[src/rtl/lupiv_pkg.sv]
// lupiv_pkg: shared types, operation codes and constants for the lu pivoting unit
// no dependencies; imported by the controller, datapath, divider and top level
package lupiv_pkg;

  // default largest matrix size and reset value of the size register
  localparam int MAX_SIZE_DEF = 8;
  localparam logic [3:0] SIZE_RESET = 4'd8;

  // one in q16.16
  localparam logic signed [31:0] Q_ONE = 32'sh0001_0000;

  // divider: 32-bit magnitude shifted up by 16 fraction bits
  localparam int DIV_W = 48;
  localparam int DIV_CW = 6;

  // datapath operation codes
  typedef logic [3:0] op_t;
  localparam op_t OP_NOP      = 4'd0;
  localparam op_t OP_LOAD     = 4'd1;
  localparam op_t OP_CLEAR    = 4'd2;
  localparam op_t OP_READ     = 4'd3;
  localparam op_t OP_SWAP_A   = 4'd4;
  localparam op_t OP_SWAP_B   = 4'd5;
  localparam op_t OP_PIVOT    = 4'd6;
  localparam op_t OP_DIV      = 4'd7;
  localparam op_t OP_WR_MULT  = 4'd8;
  localparam op_t OP_WR_ZERO  = 4'd9;
  localparam op_t OP_SET_SING = 4'd10;
  localparam op_t OP_MUL      = 4'd11;
  localparam op_t OP_UPD      = 4'd12;
  localparam op_t OP_EMIT     = 4'd13;

  // controller to datapath command
  typedef struct packed {
    op_t  op;
    logic mult_en;
    logic label_en;
    logic last_item;
  } cmd_t;

  // datapath to controller status
  typedef struct packed {
    logic rda_zero;
    logic div_done;
  } sts_t;

endpackage

[src/rtl/lupiv_ctrl.sv]
// lupiv_ctrl: controller state machine sequencing load, pivot search, swaps,
// elimination and result output; depends on lupiv_pkg
module lupiv_ctrl #(
  parameter int MAX_SIZE = lupiv_pkg::MAX_SIZE_DEF,
  parameter int IDX_W    = $clog2(MAX_SIZE)
) (
  input  logic               clk,
  input  logic               rst,
  input  logic               start,
  input  logic [2:0]         row,
  input  logic [2:0]         col,
  input  logic               last,
  input  logic               cfg_we,
  input  logic [3:0]         cfg_data,
  input  lupiv_pkg::sts_t    sts,
  output logic               busy,
  output lupiv_pkg::cmd_t    cmd,
  output logic [2*IDX_W-1:0] addr_a,
  output logic [2*IDX_W-1:0] addr_b
);
  import lupiv_pkg::*;

  localparam int NW = $clog2(MAX_SIZE + 1);

  localparam logic [4:0] S_IDLE     = 5'd0;
  localparam logic [4:0] S_CLEAR    = 5'd1;
  localparam logic [4:0] S_PIV_RD   = 5'd2;
  localparam logic [4:0] S_PIV_CHK  = 5'd3;
  localparam logic [4:0] S_SRCH_RD  = 5'd4;
  localparam logic [4:0] S_SRCH_CHK = 5'd5;
  localparam logic [4:0] S_ZERO     = 5'd6;
  localparam logic [4:0] S_SWP_RD   = 5'd7;
  localparam logic [4:0] S_SWP_A    = 5'd8;
  localparam logic [4:0] S_SWP_B    = 5'd9;
  localparam logic [4:0] S_M_RD     = 5'd10;
  localparam logic [4:0] S_DIV      = 5'd11;
  localparam logic [4:0] S_DIV_WAIT = 5'd12;
  localparam logic [4:0] S_E_RD     = 5'd13;
  localparam logic [4:0] S_E_MUL    = 5'd14;
  localparam logic [4:0] S_E_UPD    = 5'd15;
  localparam logic [4:0] S_NEXT_COL = 5'd16;
  localparam logic [4:0] S_OUT_RD   = 5'd17;
  localparam logic [4:0] S_OUT_EM   = 5'd18;

  logic [4:0]       state, state_next;
  logic [3:0]       matrix_size;
  logic [NW-1:0]    n;
  logic [IDX_W-1:0] nm1, nm2;
  logic [IDX_W-1:0] i, h, j, u, k;
  logic [IDX_W-1:0] i_next, h_next, j_next, u_next, k_next;
  logic             in_rng;

  // size register
  always_ff @(posedge clk) begin
    if (rst) begin
      matrix_size <= SIZE_RESET;
    end else if (cfg_we) begin
      matrix_size <= cfg_data;
    end
  end

  // size in use, clamped
  always_comb begin
    if (int'(matrix_size) < 2) begin
      n = NW'(2);
    end else if (int'(matrix_size) > MAX_SIZE) begin
      n = NW'(MAX_SIZE);
    end else begin
      n = NW'(matrix_size);
    end
    nm1 = IDX_W'(n - NW'(1));
    nm2 = IDX_W'(n - NW'(2));
  end

  assign in_rng = ({{NW{1'b0}}, row} < {3'b000, n}) && ({{NW{1'b0}}, col} < {3'b000, n});
  assign busy   = (state != S_IDLE);

  // sequencing
  always_comb begin
    state_next = state;
    i_next = i;
    h_next = h;
    j_next = j;
    u_next = u;
    k_next = k;
    cmd    = '0;
    cmd.op = OP_NOP;
    addr_a = '0;
    addr_b = '0;
    case (state)
      S_IDLE: begin
        addr_a = {IDX_W'(row), IDX_W'(col)};
        if (start) begin
          if (in_rng) begin
            cmd.op       = OP_LOAD;
            cmd.label_en = (col == 3'd0);
          end
          if (last) state_next = S_CLEAR;
        end
      end
      S_CLEAR: begin
        cmd.op     = OP_CLEAR;
        i_next     = '0;
        state_next = S_PIV_RD;
      end
      S_PIV_RD: begin
        cmd.op     = OP_READ;
        addr_a     = {i, i};
        state_next = S_PIV_CHK;
      end
      S_PIV_CHK: begin
        if (!sts.rda_zero) begin
          cmd.op     = OP_PIVOT;
          h_next     = i + IDX_W'(1);
          state_next = S_M_RD;
        end else begin
          u_next     = i + IDX_W'(1);
          state_next = S_SRCH_RD;
        end
      end
      S_SRCH_RD: begin
        cmd.op     = OP_READ;
        addr_a     = {u, i};
        state_next = S_SRCH_CHK;
      end
      S_SRCH_CHK: begin
        if (!sts.rda_zero) begin
          k_next     = '0;
          state_next = S_SWP_RD;
        end else if (u == nm1) begin
          cmd.op     = OP_SET_SING;
          h_next     = i + IDX_W'(1);
          state_next = S_ZERO;
        end else begin
          u_next     = u + IDX_W'(1);
          state_next = S_SRCH_RD;
        end
      end
      // skipped column keeps zero multipliers
      S_ZERO: begin
        cmd.op = OP_WR_ZERO;
        addr_a = {h, i};
        if (h == nm1) begin
          state_next = S_NEXT_COL;
        end else begin
          h_next = h + IDX_W'(1);
        end
      end
      S_SWP_RD: begin
        cmd.op     = OP_READ;
        addr_a     = {i, k};
        addr_b     = {u, k};
        state_next = S_SWP_A;
      end
      S_SWP_A: begin
        cmd.op       = OP_SWAP_A;
        cmd.mult_en  = (k < i);
        cmd.label_en = (k == '0);
        addr_a       = {i, k};
        addr_b       = {u, k};
        state_next   = S_SWP_B;
      end
      S_SWP_B: begin
        cmd.op       = OP_SWAP_B;
        cmd.mult_en  = (k < i);
        cmd.label_en = (k == '0);
        addr_a       = {i, k};
        addr_b       = {u, k};
        if (k == nm1) begin
          state_next = S_PIV_RD;
        end else begin
          k_next     = k + IDX_W'(1);
          state_next = S_SWP_RD;
        end
      end
      S_M_RD: begin
        cmd.op     = OP_READ;
        addr_a     = {h, i};
        state_next = S_DIV;
      end
      S_DIV: begin
        cmd.op     = OP_DIV;
        state_next = S_DIV_WAIT;
      end
      S_DIV_WAIT: begin
        if (sts.div_done) begin
          cmd.op     = OP_WR_MULT;
          addr_a     = {h, i};
          j_next     = i + IDX_W'(1);
          state_next = S_E_RD;
        end
      end
      S_E_RD: begin
        cmd.op     = OP_READ;
        addr_a     = {i, j};
        addr_b     = {h, j};
        state_next = S_E_MUL;
      end
      S_E_MUL: begin
        cmd.op     = OP_MUL;
        state_next = S_E_UPD;
      end
      S_E_UPD: begin
        cmd.op = OP_UPD;
        addr_b = {h, j};
        if (j == nm1) begin
          if (h == nm1) begin
            state_next = S_NEXT_COL;
          end else begin
            h_next     = h + IDX_W'(1);
            state_next = S_M_RD;
          end
        end else begin
          j_next     = j + IDX_W'(1);
          state_next = S_E_RD;
        end
      end
      S_NEXT_COL: begin
        if (i == nm2) begin
          h_next     = '0;
          j_next     = '0;
          state_next = S_OUT_RD;
        end else begin
          i_next     = i + IDX_W'(1);
          state_next = S_PIV_RD;
        end
      end
      S_OUT_RD: begin
        cmd.op     = OP_READ;
        addr_a     = {h, j};
        state_next = S_OUT_EM;
      end
      S_OUT_EM: begin
        cmd.op        = OP_EMIT;
        cmd.last_item = (h == nm1) && (j == nm1);
        addr_a        = {h, j};
        if (cmd.last_item) begin
          state_next = S_IDLE;
        end else begin
          if (j == nm1) begin
            j_next = '0;
            h_next = h + IDX_W'(1);
          end else begin
            j_next = j + IDX_W'(1);
          end
          state_next = S_OUT_RD;
        end
      end
      default: begin
        state_next = S_IDLE;
      end
    endcase
  end

  always_ff @(posedge clk) begin
    if (rst) begin
      state <= S_IDLE;
    end else begin
      state <= state_next;
    end
  end

  always_ff @(posedge clk) begin
    i <= i_next;
    h <= h_next;
    j <= j_next;
    u <= u_next;
    k <= k_next;
  end

`ifndef NO_ASSERTIONS
  a_idle_ops: assert property (@(posedge clk) disable iff (rst)
    state == S_IDLE |-> cmd.op == OP_NOP || cmd.op == OP_LOAD)
    else $error("work issued while idle");
  a_last_ends: assert property (@(posedge clk) disable iff (rst)
    cmd.op == OP_EMIT && cmd.last_item |=> state == S_IDLE)
    else $error("run did not end after final result");
  a_div_to_elim: assert property (@(posedge clk) disable iff (rst)
    state == S_DIV_WAIT && sts.div_done |=> state == S_E_RD)
    else $error("elimination did not follow multiplier");
`endif

endmodule

[config.mk]
export PLATFORM = sky130hd
export DESIGN_NAME = lupiv_ctrl
export DESIGN_NICKNAME = d
export VERILOG_FILES = /design/src/rtl/lupiv_pkg.sv /design/src/rtl/lupiv_ctrl.sv
export SDC_FILE = /design/constraint.sdc
export NUM_CORES = 1
export LEC_CHECK = 0
export ABC_AREA = 0
export BUFFER_PORTS_ARGS = -buffer_cell sky130_fd_sc_hd__buf_2
export CAP_MARGIN = 5
export CORE_MARGIN = 1
export CORE_UTILIZATION = 40
export CTS_BUF_LIST = sky130_fd_sc_hd__clkbuf_8
export DETAILED_ROUTE_END_ITERATION = 8
export PLACE_DENSITY = 0.61
export SLEW_MARGIN = 20
export SYNTH_ARGS = -nofsm -noshare
export SYNTH_HDL_FRONTEND = slang
export SYNTH_SLANG_ARGS = --single-unit
[constraint.sdc]
create_clock -name clk -period 7 [get_ports clk]
set_clock_uncertainty 0.1 [all_clocks]
set_input_delay 0.35 -clock clk [delete_from_list [all_inputs] [get_ports clk]]
set_output_delay 0.35 -clock clk [all_outputs]
set_load 0.05 [all_outputs]
==> flow_summary.json <==
{
  "synth_seq_cells": 24,
  "dr.pass1.iters": 6,
  "async_reset_ff_share_pct": 0,
  "layout-drive-gt1-share_pct": 17.9,
  "post_dp_cell_area_sq_um": 2710,
  "holdBufCountCts": 0,
  "fin_util_pct": 45.8,
  "finalHoldViolations": 0,
  "antenna_found_initial": 0,
  "gr-total-overflow": 0,
  "h-tree-depth": 1,
  "synth_cell_types": 70,
  "tightest_slew_ns": 0.690,
  "track_usage_pct": 23.9,
  "drt_iter0_markers": 169,
  "ir_drop_mv": 0.151,
  "wl_met3_um": 532,
  "postCtsSetupRepairBufs": 0,
  "crit_arrival_ns": 2.89,
  "startpoint_type": "register",
  "wl_um": 7550,
  "core.rowCount": 28,
  "timing.max_slew.rel_slack_pct": 54.0,
  "coreArea_sq_um": 6030,
  "syn_inst": 321,
  "tritoncts": "built",
  "antenna_cells": 0,
  "rsz0062_at_grt": "no",
  "multi_input_area_sq_um": 1720,
  "tns_ns": 0,
  "area_growth_pct": 8.35,
  "seq_area_frac_synth_pct": 24.8,
  "period_minus_slack_ns": 3.34,
  "m1WireLength_um": 3470,
  "final_common_cell": "nand2_1",
  "synth_fp_nets": 350,
  "synth_edf_count": 15,
  "rrSetupSlack_ns": 3.99,
  "grt_pass1_vias": 2289,
  "numPortBuffers": 36,
  "cts_buffers": 3,
  "cp-end-kind": "output port",
  "nFillCells": 622,
  "cap_viol_max_count": 0,
  "ioPinCount": 37,
  "syn-cell-area_sq_um": 2550,
  "crit_type": "reg -> out",
  "crit_required_ns": 6.55,
  "dieHeight_um": 81.8,
  "die_width_um": 81.8,
  "fin_hold_ws_ns": 0.184,
  "post-route-period-util_pct": 47.7,
  "vias": 2553,
  "drt-vias-per-instance": 6.14,
  "final_cell_mix": "40 x nand2_1, 36 x buf_2, 28 x nor2_1",
  "gp_congestion": 0.934,
  "fmax_ghz": 0.300,
  "p_leak_uw": 0.00110,
  "start_util_pct": 42.3,
  "synth_flop_cell": "edfxtp_1",
  "nets": 371,
  "wl_per_cell_um": 18.2,
  "ant_nets": 0,
  "avgSynthCellArea_sq_um": 7.93,
  "grt_pass1_wl_um": 12100,
  "hpwl_um": 5760,
  "slew_viol_final": 0,
  "grt_max_degree": 34,
  "clock_sinks": 24,
  "powerDensity_nw_per_um2": 214,
  "yosysWarnings": 0,
  "cp_max_fo": 11,
  "die-area_sq_um": 6690,
  "hp-class": "in -> reg",
  "cts_root_buf": "clkbuf_8",
  "setup_violations": 0,
  "clk_latency_ns": 0.27,
  "fin_area_sq_um": 2760,
  "routed-wl-met2_um": 3480,
  "status": "finished, final reports clean",
  "top_layer": "met4",
  "drc_errors": 0,
  "clockBufferDepth": 2,
  "regArea_sq_um": 631,
  "cts_resized": 0,
  "path_clk_slew_ns": 0.09
}
-- cell type report --
class                      instances  share of cell area, %
multi-input combinational        257                   62.4
sequential                        24                   22.9
timing repair buffer              39                   7.35
tap                               75                   3.40
inverter                          17                   2.31
clock buffer                       3                   1.50
clock inverter                     1                  0.136
-- registers in the layout (all words and copies together), names as in the netlist --
register     count
matrix_size      4
i                3
h                3
k                3
j                3
state            5
u                3
-- cell usage after synthesis, types with 3 or more instances --
cell | number | share of area, %
nand2b_1 | 4 | 0.98
a22o_1 | 3 | 1.0
nor2b_1 | 9 | 2.2
buf_4 | 3 | 0.88
o21ai_0 | 14 | 2.8
nor3_1 | 9 | 1.8
or2_2 | 3 | 0.74
mux2i_1 | 7 | 2.8
edfxtp_1 | 15 | 18
nand2_1 | 40 | 5.9
o22ai_1 | 12 | 2.9
nand3_1 | 5 | 0.98
buf_1 | 3 | 0.44
or3_1 | 5 | 1.2
xor2_1 | 3 | 1.0
nor4_1 | 5 | 1.2
dfxtp_1 | 9 | 7.1
a31oi_1 | 6 | 1.5
o21a_1 | 3 | 0.88
inv_1 | 16 | 2.4
buf_6 | 3 | 1.3
ha_1 | 12 | 5.9
buf_2 | 7 | 1.4
a21oi_1 | 17 | 3.3
a22oi_1 | 3 | 0.88
nor2_1 | 28 | 4.1
a221o_1 | 3 | 1.2
xnor2_1 | 14 | 4.8
clkbuf_1 | 7 | 1.0
-- path summary, 6_finish.rpt --
path / from / end / depth (start not counted)
worst min-delay path: cfg_data[3] / matrix_size[3] / 2
worst min register to register: matrix_size[2] / matrix_size[2] / 2
worst max register to register: matrix_size[3] / j[1] / 9
worst max-delay path: matrix_size[3] / cmd[6] / 10
-- cell families (layout without fill, tap and decap cells) --
group	count (synthesis)	after routing	synth area share, %
AO/OA/AOI/OAI	90	90	24.9
XOR/XNOR	18	18	6.73
flip-flops	24	24	24.8
buffers and inverters	40	60	7.57
multiplexers	9	9	3.64
adder cells (fa/ha/maj)	12	12	5.90
AND/OR/NAND/NOR	128	128	26.5
-- power by group --
group	switching (uW)	internal, uW	leakage (uW)	total (uW)
logic	225	100	0.000871	325
clock network	43.5	39.2	0.0000269	82.7
registers	18.1	164	0.000206	183
-- critical path, cell delays in order, from the launching register on --
cell,delay [ns]
dfxtp_1,0.41
nand2b_4,0.18
nor2_1,0.25
inv_1,0.08
ha_1,0.26
xor2_1,0.30
xnor2_1,0.14
nor4_2,0.43
nand2_1,0.13
o311ai_0,0.11
buf_2,0.32
-- stage by stage --
| stage | setup slack [ns] | total power, uW | cells |
|---|---|---|---|
| 2_1_floorplan | 3.85 | 444 | 321 |
| 3_3_place_gp | 4.04 | 505 | 412 |
| 3_5_place_dp | 3.94 | 505 | 412 |
| 4_1_cts | 3.63 | 589 | 416 |
| 5_1_grt | 3.43 | 627 | 416 |
| 6_report | 3.66 | 590 | 416 |
-- per-layer routing --
layer	track usage [%]	vias up
li1	-	1220
met1	34.1	1204
met2	39.0	123
met3	1.78	6
met4	5.44	0
met5	0	-
(Power assumes the default switching activity.)
